**src/rtl/bfd_pkg.sv**
```systemverilog
// Shared types and constants for the BFD session liveness monitor.
// No dependencies; every other file imports this package.
package bfd_pkg;

    typedef enum logic [1:0] {
        ST_ADMIN = 2'd0,
        ST_DOWN  = 2'd1,
        ST_INIT  = 2'd2,
        ST_UP    = 2'd3
    } sess_state_t;

    typedef enum logic [1:0] {
        KIND_ACCEPTED = 2'd0,
        KIND_SHORT    = 2'd1,
        KIND_RANGE    = 2'd2,
        KIND_TICK     = 2'd3
    } result_kind_t;

    typedef enum logic [1:0] {
        CTL_IDLE,
        CTL_PKT,
        CTL_TICK
    } ctl_state_t;

    localparam int CFG_IDX_W  = 3;
    localparam int CFG_DATA_W = 32;

    typedef enum logic [CFG_IDX_W-1:0] {
        REG_PORTS_IN_USE = 3'd0,
        REG_LOCAL_DISC   = 3'd1,
        REG_PASSIVE_MASK = 3'd2,
        REG_TIMEOUT      = 3'd3,
        REG_SLOW_RATIO   = 3'd4
    } cfg_reg_t;

    localparam int TIME_W = 48;
    localparam int MASK_W = 8;

    localparam logic [15:0] MIN_UDP_LEN = 16'd24;

    localparam logic [3:0]  PORTS_IN_USE_RST = 4'd8;
    localparam logic [31:0] TIMEOUT_RST      = 32'd3000;
    localparam logic [15:0] SLOW_RATIO_RST   = 16'd10;

    // Controller to datapath
    typedef struct packed {
        logic load;   // latch the incoming item, rewind the port walk
        logic emit;   // commit one port update and fill the result register
    } bfd_cmd_t;

    // Datapath to controller
    typedef struct packed {
        logic new_tick;  // incoming item is a checkpoint tick
        logic at_last;   // port walk sits on the highest port in use
    } bfd_sts_t;

endpackage

```
**src/rtl/bfd_ctrl.sv**
```systemverilog
// Controller state machine: input handshake, port walk sequencing, result valid.
// Depends on bfd_pkg; drives bfd_dp through bfd_cmd_t.
module bfd_ctrl
    import bfd_pkg::*;
(
    input  logic     clk,
    input  logic     rst_n,
    input  logic     item_valid,
    output logic     item_ready,
    output logic     result_valid,
    input  logic     result_ready,
    output bfd_cmd_t cmd,
    input  bfd_sts_t sts
);

    ctl_state_t state_reg, state_next;
    logic       out_valid_reg, out_valid_next;
    logic       slot_free;

    assign slot_free    = !out_valid_reg || result_ready;
    assign result_valid = out_valid_reg;

    // Outputs
    always_comb
    begin
        item_ready = (state_reg == CTL_IDLE);
        cmd.load   = (state_reg == CTL_IDLE) && item_valid;
        cmd.emit   = (state_reg != CTL_IDLE) && slot_free;
    end

    // Next state
    always_comb
    begin
        state_next = state_reg;
        unique case (state_reg)
            CTL_IDLE:
            begin
                if (item_valid)
                begin
                    state_next = sts.new_tick ? CTL_TICK : CTL_PKT;
                end
            end
            CTL_PKT:
            begin
                if (slot_free)
                begin
                    state_next = CTL_IDLE;
                end
            end
            CTL_TICK:
            begin
                if (slot_free && sts.at_last)
                begin
                    state_next = CTL_IDLE;
                end
            end
            default:
            begin
                state_next = CTL_IDLE;
            end
        endcase
    end

    always_comb
    begin
        if (cmd.emit)
        begin
            out_valid_next = 1'b1;
        end
        else if (result_ready)
        begin
            out_valid_next = 1'b0;
        end
        else
        begin
            out_valid_next = out_valid_reg;
        end
    end

    always_ff @(posedge clk or negedge rst_n)
    begin
        if (!rst_n)
        begin
            state_reg     <= CTL_IDLE;
            out_valid_reg <= 1'b0;
        end
        else
        begin
            state_reg     <= state_next;
            out_valid_reg <= out_valid_next;
        end
    end

endmodule

```
**config.mk**
```make
export PLATFORM = sky130hd
export DESIGN_NAME = bfd_ctrl
export DESIGN_NICKNAME = d
export VERILOG_FILES = /design/src/rtl/bfd_pkg.sv /design/src/rtl/bfd_ctrl.sv
export SDC_FILE = /design/constraint.sdc
export NUM_CORES = 1
export LEC_CHECK = 0
export BUFFER_PORTS_ARGS = -buffer_cell sky130_fd_sc_hd__buf_2
export CELL_PAD_IN_SITES_DETAIL_PLACEMENT = 0
export CELL_PAD_IN_SITES_GLOBAL_PLACEMENT = 1
export CORE_AREA = 2 2 39 41
export CTS_CLUSTER_DIAMETER = 50
export DETAILED_ROUTE_END_ITERATION = 12
export DIE_AREA = 0 0 41 43
export GPL_ROUTABILITY_DRIVEN = 0
export MAX_ROUTING_LAYER = met4
export PLACE_DENSITY = 0.4
export RECOVER_POWER = 100
export SLEW_MARGIN = 0
export SYNTH_ARGS = -nofsm -noshare
export SYNTH_HDL_FRONTEND = slang
export SYNTH_SLANG_ARGS = --single-unit
```
**constraint.sdc**
```tcl
create_clock -name clk -period 2.38 [get_ports clk]
set_input_delay 0.119 -clock clk [delete_from_list [all_inputs] [get_ports clk]]
set_output_delay 0.119 -clock clk [all_outputs]
set_load 0.02 [all_outputs]
```
==> summary.md <==
| Metric | Value |
|---|---|
| Initial Util | 0.104 |
| Total Wirelength | 356 microns |
| Grt ovf | 0 |
| TritonCTS clock tree | done |
| Clock Sink Count | 3 |
| Synth top area cells | dfrtp_1 (52%), a21oi_1 (7.0%), a311oi_1 (6.1%), or3b_1 (6.1%), buf_4 (5.2%) |
| Max-cap violations | 0 |
| Dpl cells | 38 |
| Worst Setup Start Kind | flop |
| IO Port Bufs | 9 |
| Clock Tree Root | clkbuf_4 |
| Yosys top cell by area | dfrtp_1 |
| Die H | 43 microns |
| Worst reg-to-reg setup slack | 1390 ps |
| Hold Path Stages | 2 |
| Reg2reg end | state_reg[0] |
| Max-slew violation count | 0 |
| Synth Cell Area | 144 sq um |
| Setup Crit Path Kind | reg -> out |
| Clk slew on worst S/H paths | 40 ps |
| Tot Pwr | 0.291 mW |
| Distinct cell type count after synthesis | 11 |
| Placeable Area | 1380 sq um |
| Worst Path Max Fanout | 4 |
| Nets | 34 |
| Post-route minimum period | 1340 ps |
| Crit. Startpoint | state_reg[0] |
| Share of layout cells above drive strength 1 | 0.259 |
| Die area | 1760 sq um |
| Post-cts resize count | 0 |
| All-Layer GR Usage | 0.0454 |
| Lkg Pwr | 0.0978 nW |
| H-tree levels | 1 |
| Critical R2R Launch | state_reg[0] |
| Antenna Diode Count | 0 |
| Synth Instances | 14 |
| Worst IR drop on VDD | 0.000298 V |
| Period utilization | 0.564 |
| Finished layout cell area | 231 sq um |
| Max frequency | 746 MHz |
| Rel. slew slack | 0.816 |
| Antenna viol nets, final | 0 |
| Critical Path RT | 2260 ps |
| Final core occ | 0.167 |
| RSZ-0062 raised after global routing | false |
| Dpl hpwl | 273 microns |
| Number of global-route vias before repair | 127 |
| Post-synthesis register bit count | 3 |
| Wire length per cell | 8.28 microns |
| Max FFs per register | 2 |
| CP top delay family | flip-flops |
| Pwr dens | 1260 nW/um^2 |
| DRC violations left | 0 |
| Yosys warnings | 0 |
| CP max stage delay | 390 ps |
| Outcome | finished, final reports clean |
| Top Ports | 10 |
| Clock Skew | 3.08 ps |
| Vias | 142 |
| Die X | 41 microns |
| Maximum root-to-sink buffer count | 2 |
| Synth Area per Inst | 10.3 sq um |
| Arrival @ worst endpoint | 1220 ps |
| Post-DP Area | 201 sq um |
| Synthesized Nets | 20 |
| DR iter-0 viols | 2 |
| Hold Vio Cnt, Final | 0 |
| Crit path max-delay cell type | dfrtp_1 |
| Clock Latency Late Sink | 230 ps |
| Seq/Total Area, Yosys | 0.522 |
| Setup violations, final | 0 |
| Slew of the pin with the lowest slew margin | 277 ps |
| Area grow syn2layout | 60.9% |
| Global-route wire length before repair | 448 microns |
| Critical Path End Type | output port |
| Buf/Inv on CP | 1 |
| Initial antenna violation count | 0 |
| Number of buffers created by CTS | 3 |
| FF-to-FF path depth | 2 |
| Min-delay worst type | in -> reg |
| Row cnt | 14 |
| Synth top area share | 0.522 |
| Critical path cell sequence | nor2_1 -> and2_1 -> clkbuf_1 |
| Non-filler cells, final | 43 |
| Post-DR vias/cell | 3.30 |
| Largest net degree at the start of global routing | 5 |
| Crit path capture | cmd[1] |
| Setup TNS | 0 ps |
| CP Depth | 3 |
| Pre-antenna DRT Iters | 2 |
layout by cell type, fill, tap and decap left out:
| cell | instances |
|---|---|
| a21oi_1 | 2 |
| or3b_1 | 1 |
| nor2b_1 | 1 |
| clkbuf_1 | 6 |
| nand2_1 | 1 |
| dfrtp_1 | 3 |
| dlygate4sd3_1 | 1 |
| nand3b_1 | 1 |
| nor2_1 | 1 |
| nand2b_1 | 1 |
| clkbuf_4 | 3 |
| a311oi_1 | 1 |
| buf_2 | 4 |
| and2_1 | 1 |
how the worst min path moves through the flow:
stage	startpoint	endpoint	slack, ps
CTS	sts[0]	state_reg[1]	90
finish	sts[0]	state_reg[1]	100
global route	sts[0]	state_reg[1]	90
detailed placement	rst_n	state_reg[1]	-80
floorplan	rst_n	result_valid	-180
global placement	rst_n	result_valid	-80
cell usage after synthesis (all sizes together):
library cell	number
nor2b	1
and2	1
nand2	1
nor2	1
or3b	1
nand2b	1
a311oi	1
nand3b	1
a21oi	2
buf	1
dfrtp	3
per-stage QoR:
stage	worst slack (ps)	hold slack, ps
after floorplan	1190	-177
after global placement	1390	-84.4
after detailed placement	1360	-81.5
after CTS	1110	94.6
after global routing	970	93.8
final	1040	98.0
cells by family after synthesis:
kind of cell	count (synthesis)	share of synthesized area
buffers and inverters	1	0.0522
AO/OA/AOI/OAI	3	0.130
flip-flops	3	0.522
AND/OR/NAND/NOR	7	0.296
what timing repair did:
| action | 4_1_cts | 5_1_grt |
|---|---|---|
| hold endpoints to repair | 3 | 0 |
| buffers inserted | 0 | 0 |
| hold buffers | 1 | 0 |
layer usage:
layer	GRT usage	share of wire	vias to the layer above
li1	-	-	74
met1	0.0584	0.55	56
met2	0.0344	0.27	12
met3	0.0471	0.17	0
met4	0.0400	0	0
met5	-	0	-
layout make-up:
type	count	area, sq um
Sequential cell	3	75.1
Multi-Input combinational cell	10	61.3
Timing Repair Buffer	10	48.8
Tap cell	16	20.0
Fill cell	157	1150
Clock buffer	4	26.3
worst reg2reg max path, delay by kind of cell, from the launching register on:
kind	cells	cell delay [ps]
AOI/OAI and AO/OA	1	140
DFF	1	390
and+or+nand+nor	1	380
power breakdown:
part	switching (mW)	total (mW)	internal [mW]
combinational	0.0783	0.113	0.0349
clock	0.0264	0.0893	0.0628
sequential	0.0172	0.0890	0.0718
(Power assumes the default switching activity.)
