===== config.mk =====
export PLATFORM = sky130hd
export DESIGN_NAME = bfd_dp
export DESIGN_NICKNAME = d
export VERILOG_FILES = /design/src/rtl/bfd_pkg.sv /design/src/rtl/bfd_dp.sv
export SDC_FILE = /design/constraint.sdc
export NUM_CORES = 2
export LEC_CHECK = 0
export ABC_AREA = 1
export BUFFER_PORTS_ARGS = -buffer_cell sky130_fd_sc_hd__clkbuf_2
export CELL_PAD_IN_SITES_DETAIL_PLACEMENT = 0
export CELL_PAD_IN_SITES_GLOBAL_PLACEMENT = 1
export CORE_MARGIN = 10
export CORE_UTILIZATION = 40
export DETAILED_ROUTE_END_ITERATION = 16
export GPL_TIMING_DRIVEN = 0
export PLACE_DENSITY = 0.79
export SETUP_SLACK_MARGIN = 0.1
export SLEW_MARGIN = 40
export SYNTH_ARGS = -nofsm -noshare
export SYNTH_HDL_FRONTEND = slang
export SYNTH_SLANG_ARGS = --single-unit

===== constraint.sdc =====
create_clock -name clk -period 6 [get_ports clk]
set_input_delay 0.3 -clock clk [delete_from_list [all_inputs] [get_ports clk]]
set_output_delay 0.3 -clock clk [all_outputs]
set_load 0.05 [all_outputs]

===== src/rtl/bfd_pkg.sv =====
// Shared types and constants for the BFD session liveness monitor.
// No dependencies; every other file imports this package.
package bfd_pkg;

    typedef enum logic [1:0] {
        ST_ADMIN = 2'd0,
        ST_DOWN  = 2'd1,
        ST_INIT  = 2'd2,
        ST_UP    = 2'd3
    } sess_state_t;

    typedef enum logic [1:0] {
        KIND_ACCEPTED = 2'd0,
        KIND_SHORT    = 2'd1,
        KIND_RANGE    = 2'd2,
        KIND_TICK     = 2'd3
    } result_kind_t;

    typedef enum logic [1:0] {
        CTL_IDLE,
        CTL_PKT,
        CTL_TICK
    } ctl_state_t;

    localparam int CFG_IDX_W  = 3;
    localparam int CFG_DATA_W = 32;

    typedef enum logic [CFG_IDX_W-1:0] {
        REG_PORTS_IN_USE = 3'd0,
        REG_LOCAL_DISC   = 3'd1,
        REG_PASSIVE_MASK = 3'd2,
        REG_TIMEOUT      = 3'd3,
        REG_SLOW_RATIO   = 3'd4
    } cfg_reg_t;

    localparam int TIME_W = 48;
    localparam int MASK_W = 8;

    localparam logic [15:0] MIN_UDP_LEN = 16'd24;

    localparam logic [3:0]  PORTS_IN_USE_RST = 4'd8;
    localparam logic [31:0] TIMEOUT_RST      = 32'd3000;
    localparam logic [15:0] SLOW_RATIO_RST   = 16'd10;

    // Controller to datapath
    typedef struct packed {
        logic load;   // latch the incoming item, rewind the port walk
        logic emit;   // commit one port update and fill the result register
    } bfd_cmd_t;

    // Datapath to controller
    typedef struct packed {
        logic new_tick;  // incoming item is a checkpoint tick
        logic at_last;   // port walk sits on the highest port in use
    } bfd_sts_t;

endpackage


===== src/rtl/bfd_dp.sv =====
// Datapath: configuration registers, per-port session table, one shared port
// update unit and the result register. Depends on bfd_pkg; sequenced by bfd_ctrl.
module bfd_dp
    import bfd_pkg::*;
#(
    parameter int PORT_COUNT = 8
)
(
    input  logic                  clk,
    input  logic                  rst_n,
    input  logic                  cfg_we,
    input  logic [CFG_IDX_W-1:0]  cfg_index,
    input  logic [CFG_DATA_W-1:0] cfg_data,
    input  logic                  op,
    input  logic [7:0]            port,
    input  logic [47:0]           now_us,
    input  logic [31:0]           peer_discriminator,
    input  logic [7:0]            vers_and_diag,
    input  logic [15:0]           udp_length,
    input  logic [7:0]            link_down_mask,
    input  bfd_cmd_t              cmd,
    output bfd_sts_t              sts,
    output logic [7:0]            out_port,
    output logic [1:0]            kind,
    output logic                  send_echo,
    output logic                  went_down,
    output logic [1:0]            self_state,
    output logic [1:0]            peer_state,
    output logic [31:0]           remote_id,
    output logic [31:0]           change_count,
    output logic                  last
);

    localparam int PW = (PORT_COUNT > 1) ? $clog2(PORT_COUNT) : 1;

    // Configuration
    logic [3:0]  ports_in_use_reg;
    logic [31:0] local_disc_reg;
    logic [7:0]  passive_mask_reg;
    logic [31:0] timeout_reg;
    logic [15:0] slow_ratio_reg;

    // Latched item
    logic              op_reg;
    logic [7:0]        port_reg;
    logic [TIME_W-1:0] now_reg;
    logic [31:0]       peer_reg;
    logic [7:0]        diag_reg;
    logic [15:0]       ulen_reg;
    logic [MASK_W-1:0] ldm_reg;
    logic [PW-1:0]     idx_reg;

    // Session table
    sess_state_t       ls_reg   [PORT_COUNT];
    sess_state_t       rs_reg   [PORT_COUNT];
    logic [7:0]        rdiag_reg[PORT_COUNT];
    logic [31:0]       rid_reg  [PORT_COUNT];
    logic [TIME_W-1:0] lrt_reg  [PORT_COUNT];
    logic [15:0]       skip_reg [PORT_COUNT];
    logic [31:0]       cnt_reg  [PORT_COUNT];

    // Result register
    logic [7:0]  res_port_reg;
    logic [1:0]  res_kind_reg;
    logic        res_echo_reg;
    logic        res_went_reg;
    logic [1:0]  res_ls_reg;
    logic [1:0]  res_rs_reg;
    logic [31:0] res_rid_reg;
    logic [31:0] res_cnt_reg;
    logic        res_last_reg;

    logic [5:0]        piu_w, n_w;
    logic              pkt_short, pkt_range, pkt_ok;
    logic [PW-1:0]     sel;
    logic [7:0]        sel8;
    sess_state_t       cur_ls, cur_rs;
    logic [31:0]       cur_rid, cur_cnt;
    logic [TIME_W-1:0] cur_lrt, elapsed;
    logic [15:0]       cur_skip;
    logic              ldm_bit, passive_bit, check, timed_out;
    sess_state_t       t_ls, t_rs;
    logic [31:0]       t_cnt;
    logic [15:0]       t_skip;
    logic              t_echo, t_went;
    logic [31:0]       p_rid;

    // Active port count: zero acts as one, clamp at the table depth
    assign piu_w = {2'b00, ports_in_use_reg};
    assign n_w   = (piu_w == 6'd0) ? 6'd1
                 : ((piu_w > 6'(PORT_COUNT)) ? 6'(PORT_COUNT) : piu_w);

    assign pkt_short = ulen_reg < MIN_UDP_LEN;
    assign pkt_range = port_reg >= {2'b00, n_w};
    assign pkt_ok    = !pkt_short && !pkt_range;

    assign sts.new_tick = op;
    assign sts.at_last  = (idx_reg == PW'(n_w - 6'd1));

    assign sel      = op_reg ? idx_reg : port_reg[PW-1:0];
    assign sel8     = 8'(sel);
    assign cur_ls   = ls_reg[sel];
    assign cur_rs   = rs_reg[sel];
    assign cur_rid  = rid_reg[sel];
    assign cur_cnt  = cnt_reg[sel];
    assign cur_lrt  = lrt_reg[sel];
    assign cur_skip = skip_reg[sel];

    // Masks only cover the first eight ports
    assign ldm_bit     = (sel8 < 8'(MASK_W)) ? ldm_reg[sel8[2:0]] : 1'b0;
    assign passive_bit = (sel8 < 8'(MASK_W)) ? passive_mask_reg[sel8[2:0]] : 1'b0;

    assign elapsed   = now_reg - cur_lrt;
    assign timed_out = elapsed > {16'h0000, timeout_reg};
    assign check     = !ldm_bit && (cur_rs == ST_UP) && !passive_bit;

    // Tick update of one port
    always_comb
    begin
        t_went = check && timed_out;
        t_rs   = t_went ? ST_DOWN : cur_rs;
        t_cnt  = cur_cnt + 32'(t_went);
        t_ls   = cur_ls;
        t_skip = cur_skip;
        t_echo = 1'b0;
        if (cur_ls != ST_ADMIN)
        begin
            t_ls = ST_UP;
            if (t_rs == ST_UP)
            begin
                t_echo = 1'b1;
            end
            else if (t_rs == ST_INIT || t_rs == ST_DOWN)
            begin
                if (cur_skip < slow_ratio_reg)
                begin
                    t_skip = cur_skip + 16'd1;
                end
                else
                begin
                    t_skip = 16'd0;
                    t_echo = 1'b1;
                end
            end
        end
    end

    assign p_rid = (cur_rs != ST_UP) ? peer_reg : cur_rid;

    // Configuration and latched item
    always_ff @(posedge clk or negedge rst_n)
    begin
        if (!rst_n)
        begin
            ports_in_use_reg <= PORTS_IN_USE_RST;
            local_disc_reg   <= 32'd0;
            passive_mask_reg <= 8'd0;
            timeout_reg      <= TIMEOUT_RST;
            slow_ratio_reg   <= SLOW_RATIO_RST;
        end
        else if (cfg_we)
        begin
            unique case (cfg_reg_t'(cfg_index))
                REG_PORTS_IN_USE: ports_in_use_reg <= cfg_data[3:0];
                REG_LOCAL_DISC:   local_disc_reg   <= cfg_data;
                REG_PASSIVE_MASK: passive_mask_reg <= cfg_data[7:0];
                REG_TIMEOUT:      timeout_reg      <= cfg_data;
                REG_SLOW_RATIO:   slow_ratio_reg   <= cfg_data[15:0];
                default:          ;
            endcase
        end
    end

    always_ff @(posedge clk)
    begin
        if (cmd.load)
        begin
            op_reg   <= op;
            port_reg <= port;
            now_reg  <= now_us;
            peer_reg <= peer_discriminator;
            diag_reg <= vers_and_diag;
            ulen_reg <= udp_length;
            ldm_reg  <= link_down_mask;
        end
    end

    always_ff @(posedge clk or negedge rst_n)
    begin
        if (!rst_n)
        begin
            idx_reg <= '0;
        end
        else if (cmd.load)
        begin
            idx_reg <= '0;
        end
        else if (cmd.emit && op_reg && !sts.at_last)
        begin
            idx_reg <= idx_reg + PW'(1);
        end
    end

    // Session table
    always_ff @(posedge clk or negedge rst_n)
    begin
        if (!rst_n)
        begin
            for (int i = 0; i < PORT_COUNT; i++)
            begin
                ls_reg[i]    <= ST_INIT;
                rs_reg[i]    <= ST_INIT;
                rdiag_reg[i] <= 8'd0;
                rid_reg[i]   <= 32'd0;
                lrt_reg[i]   <= '0;
                skip_reg[i]  <= 16'd0;
                cnt_reg[i]   <= 32'd0;
            end
        end
        else
        begin
            if (cfg_we && cfg_reg_t'(cfg_index) == REG_LOCAL_DISC)
            begin
                for (int i = 0; i < PORT_COUNT; i++)
                begin
                    rid_reg[i] <= cfg_data;
                end
            end
            if (cmd.emit)
            begin
                if (op_reg)
                begin
                    ls_reg[sel]   <= t_ls;
                    rs_reg[sel]   <= t_rs;
                    skip_reg[sel] <= t_skip;
                    cnt_reg[sel]  <= t_cnt;
                end
                else if (pkt_ok)
                begin
                    rs_reg[sel]    <= ST_UP;
                    rid_reg[sel]   <= p_rid;
                    rdiag_reg[sel] <= diag_reg;
                    lrt_reg[sel]   <= now_reg;
                end
            end
        end
    end

    // Result register
    always_ff @(posedge clk)
    begin
        if (cmd.emit)
        begin
            if (op_reg)
            begin
                res_port_reg <= sel8;
                res_kind_reg <= KIND_TICK;
                res_echo_reg <= t_echo;
                res_went_reg <= t_went;
                res_ls_reg   <= t_ls;
                res_rs_reg   <= t_rs;
                res_rid_reg  <= cur_rid;
                res_cnt_reg  <= t_cnt;
                res_last_reg <= sts.at_last;
            end
            else
            begin
                res_port_reg <= port_reg;
                res_echo_reg <= 1'b0;
                res_went_reg <= 1'b0;
                res_last_reg <= 1'b1;
                if (pkt_ok)
                begin
                    res_kind_reg <= KIND_ACCEPTED;
                    res_ls_reg   <= cur_ls;
                    res_rs_reg   <= ST_UP;
                    res_rid_reg  <= p_rid;
                    res_cnt_reg  <= cur_cnt;
                end
                else
                begin
                    res_kind_reg <= pkt_short ? KIND_SHORT : KIND_RANGE;
                    res_ls_reg   <= 2'd0;
                    res_rs_reg   <= 2'd0;
                    res_rid_reg  <= 32'd0;
                    res_cnt_reg  <= 32'd0;
                end
            end
        end
    end

    assign out_port     = res_port_reg;
    assign kind         = res_kind_reg;
    assign send_echo    = res_echo_reg;
    assign went_down    = res_went_reg;
    assign self_state   = res_ls_reg;
    assign peer_state   = res_rs_reg;
    assign remote_id    = res_rid_reg;
    assign change_count = res_cnt_reg;
    assign last         = res_last_reg;

endmodule


==> results.sh <==
export IMPL_fin_worst_skew_ns=0.0433
export IMPL_max_cap_viol_count=0
export IMPL_grt_overflow_total=0
export IMPL_cts_root_buffer="sky130_fd_sc_hd__clkbuf_16"
export IMPL_synthesis_instances=8083
export IMPL_synth_top_cells_by_area="sky130_fd_sc_hd__dfrtp_1, sky130_fd_sc_hd__nand2_1, sky130_fd_sc_hd__edfxtp_1, sky130_fd_sc_hd__inv_1, sky130_fd_sc_hd__o21ai_0"
export IMPL_worstMarginPinSlew_ns=1.13
export IMPL_layout_cells_most_common="sky130_fd_sc_hd__nand2_1"
export IMPL_final_antenna_net_count=0
export IMPL_ys_warn_count=0
export IMPL_crit_fanout=8
export IMPL_worstPathRequired_ns=6.74
export IMPL_global_route_usage_total_pct=29.8
export IMPL_drt_iter0_markers=7733
export IMPL_power_per_cell_area_mw_per_mm2=342
export IMPL_drtPass1Iterations=6
export IMPL_timing_rr_start="op_reg"
export IMPL_switching_pwr_mw=9.91
export IMPL_cellLeakagePower_nw=41.7
export IMPL_failing_checks="negative setup slack"
export IMPL_grt_pass1_vias=59600
export IMPL_hold_path_end="now_reg[6]"
export IMPL_largest_stage_delay_worst_path_ns=0.36
export IMPL_total_negative_slack_for_setup_checks_ns=-358.58
export IMPL_setup_violators_final=426
export IMPL_flip_flop_count_of_the_largest_register_after_layout=384
export IMPL_cts_tree="built"
export IMPL_fin_hold_ws_ns=0.0196
export IMPL_critical_path_slowest_cell="sky130_fd_sc_hd__fa_2"
export IMPL_initial_core_utilization_pct=40.2
export IMPL_clock_tree_htree_level_count=4
export IMPL_wire_per_inst_um=25.1
export IMPL_ir_worst_vdd_v=0.000366
export IMPL_power_frac_seq_pct=37.6
export IMPL_grt_setup_unrepaired="yes"
export IMPL_post_route_util_pct=50.7
export IMPL_timing_rr_end="cnt_reg[14]"
export IMPL_min_delay_start="cmd[1]"
export IMPL_max_slew_margin_rel_pct=24.4
export IMPL_dp_hpwl_um=191000
export IMPL_gpl_final_weighted_congestion=0.980
export IMPL_sequential_cell_area_mm2=0.0338
export IMPL_die_h_um=425
export IMPL_sw_frac_of_total_pct=35.1
export IMPL_drt_wl_total_um=279000
export IMPL_fp_dieArea_mm2=0.180
export IMPL_synthDistinctLibCells=62
export IMPL_worst_slack_ns=-1.03
export IMPL_combinationalPowerShare_pct=29.3
export IMPL_area_growth_from_synthesis_to_final_layout_pct=26.1
export IMPL_area_fraction_of_the_dominant_cell_type_after_synthesis_pct=41.8
export IMPL_drv_slew=0
export IMPL_combined_area_of_the_multi_input_logic_cells_mm2=0.0290
export IMPL_clock_power_share_pct=33.1
export IMPL_design_power_total_mw=28.2
export IMPL_final_min_period_over_clock_period_pct=117
export IMPL_reg2reg_setup_slack_ns=-1.03
export IMPL_fp_coreArea_mm2=0.163
export IMPL_run_status="finished with violations"
export IMPL_critical_path_endpoint_type="register"
export IMPL_period_minus_slack_ns=7.03
export IMPL_synth_largest_area_cell="sky130_fd_sc_hd__dfrtp_1"
export IMPL_grt_pass1_wl_um=402000
export IMPL_hold_class="primary input to register"
export IMPL_fp_dieW_um=425
export IMPL_grt_antenna_before_repair=11
export IMPL_mapped_cell_area_mm2=0.0655
export IMPL_mostFrequentLayoutCells="sky130_fd_sc_hd__nand2_1, sky130_fd_sc_hd__dfrtp_1, sky130_fd_sc_hd__inv_1"
export IMPL_avgViaCountPerCell=5.60
export IMPL_io_pin_count=244
export IMPL_final_layout_size_suffix_gt1_share_pct=18.0
export IMPL_path_clk_slew_ns=0.06
export IMPL_cell_with_the_most_instances_on_the_worst_path="sky130_fd_sc_hd__buf_12"
export IMPL_filler_cell_count=15200
export IMPL_synth_seq_cells=1310
export IMPL_clk_path_buf_depth=3
export IMPL_vias=62200
export IMPL_buffer_ports_inserted=232
export IMPL_max_freq_mhz=142
export IMPL_largest_net_degree_at_the_start_of_global_routing=70
export IMPL_clock_latency_ns=0.83
export IMPL_setup_worst_path_class="register to register"
export IMPL_min_delay_path_depth=1
export IMPL_clock_sinks=1310
export IMPL_cell_internal_pwr_mw=18.3
export IMPL_final_net_count=9069
export IMPL_std_cell_rows=148
export IMPL_synth_net_count=8350
export IMPL_cp_arrival_ns=7.77
export IMPL_cts_made_buffers=151
export IMPL_r2r_worst_path_cells=49
export IMPL_synth_yosys_seq_area_share_pct=51.6
export IMPL_postSynthAreaPerCell_um2=8.10
export IMPL_final_hold_violations=0
export IMPL_drt_drc_violations_left=0
export IMPL_start_kind="register"
-- kinds of logic after synthesis --
kind of cell	after synthesis	share of synthesized area, %
simple gates	3602	22.1
buf+inv	1540	9.31
compound gates	1480	14.3
flops	1310	51.6
fa+ha+maj	106	2.04
xor+xnor	45	0.768
-- power groups by stage --
stage	clock network [mW]	registers [mW]	logic, mW
floorplan	0	10.8	3.99
global placement	0	10.8	6.53
detailed placement	0	10.7	6.68
CTS	9.40	10.6	7.83
global route	9.76	10.7	8.89
finish	9.36	10.6	8.27
-- what timing repair did --
item / 4_1_cts / 5_1_grt
pin swaps: 137 / 237
setup endpoints to repair: 427 / 427
buffers inserted: 142 / 45
hold endpoints to repair: 369 / 0
gates cloned: 1 / 6
hold buffers: 128 / 0
gates resized for setup: 618 / 462
-- synthesized netlist by cell type, drive strengths merged --
| cell | n |
|---|---|
| a2111oi | 1 |
| a211oi | 12 |
| a21o | 2 |
| a21oi | 108 |
| a221oi | 126 |
| a22o | 33 |
| a22oi | 104 |
| a31oi | 6 |
| and3 | 7 |
| buf | 142 |
| clkbuf | 308 |
| clkinv | 9 |
| dfrtp | 1093 |
| dfstp | 26 |
| edfxtp | 191 |
| fa | 1 |
| ha | 105 |
| inv | 1081 |
| nand2 | 3125 |
| nand3 | 109 |
| nand3b | 24 |
| nand4 | 46 |
| nor2 | 264 |
| nor3 | 15 |
| nor3b | 1 |
| nor4 | 5 |
| o2111ai | 33 |
| o211ai | 259 |
| o21a | 4 |
| o21ai | 632 |
| o21bai | 9 |
| o22a | 5 |
| o22ai | 146 |
| or2 | 5 |
| or4 | 1 |
| xnor2 | 11 |
| xor2 | 34 |
-- through the flow --
stage,std cells,setup slack (ns),instance area [µm²]
after floorplan,8083,0.106,65600
after global placement,10500,-23.73,69500
after detailed placement,10500,-4.74,70200
after CTS,11100,-1.05,80600
after global routing,11100,-1.26,82500
final,11100,-1.03,82600
-- layer usage --
layer	share of wire [%]	wire (µm)	track usage (%)
met3	11	30400	8.01
met2	44	123000	45.5
met5	0.078	216	0.820
met4	6.5	18100	16.4
met1	39	107000	38.3
-- worst max-delay path by stage --
stage / from / to / slack (ns) / cells after the start
6_report: op_reg / cnt_reg[14] / -1.03 / 49
3_3_place_gp: rst_n / lrt_reg[223] / -23.73 / 1
4_1_cts: op_reg / skip_reg[62] / -1.05 / 49
5_1_grt: op_reg / skip_reg[107] / -1.26 / 49
2_1_floorplan: op_reg / skip_reg[13] / 0.11 / 50
3_5_place_dp: op_reg / change_count[6] / -4.74 / 44
-- worst max-delay path, delay by kind of cell, from the launching register on --
family,cells,cell delay (ns)
compound gates,3,0.30
xor+xnor,2,0.50
fa+ha+maj,4,1.03
buf+inv,14,1.71
flops,1,0.34
simple gates,26,2.99
-- area by class of cell --
| type | instances | share of cell area [%] |
|---|---|---|
| plain buffers | 439 | 3.64 |
| diodes | 4 | 0.0121 |
| multi-input cells | 5236 | 35.1 |
| clock inverters | 49 | 0.496 |
| repair buffers | 574 | 6.10 |
| inverters | 1090 | 4.99 |
| well taps | 2175 | 3.30 |
| flip-flops and latches | 1310 | 40.9 |
| clock buffers | 229 | 5.46 |
No activity file was read; power rests on OpenSTA's default activity.
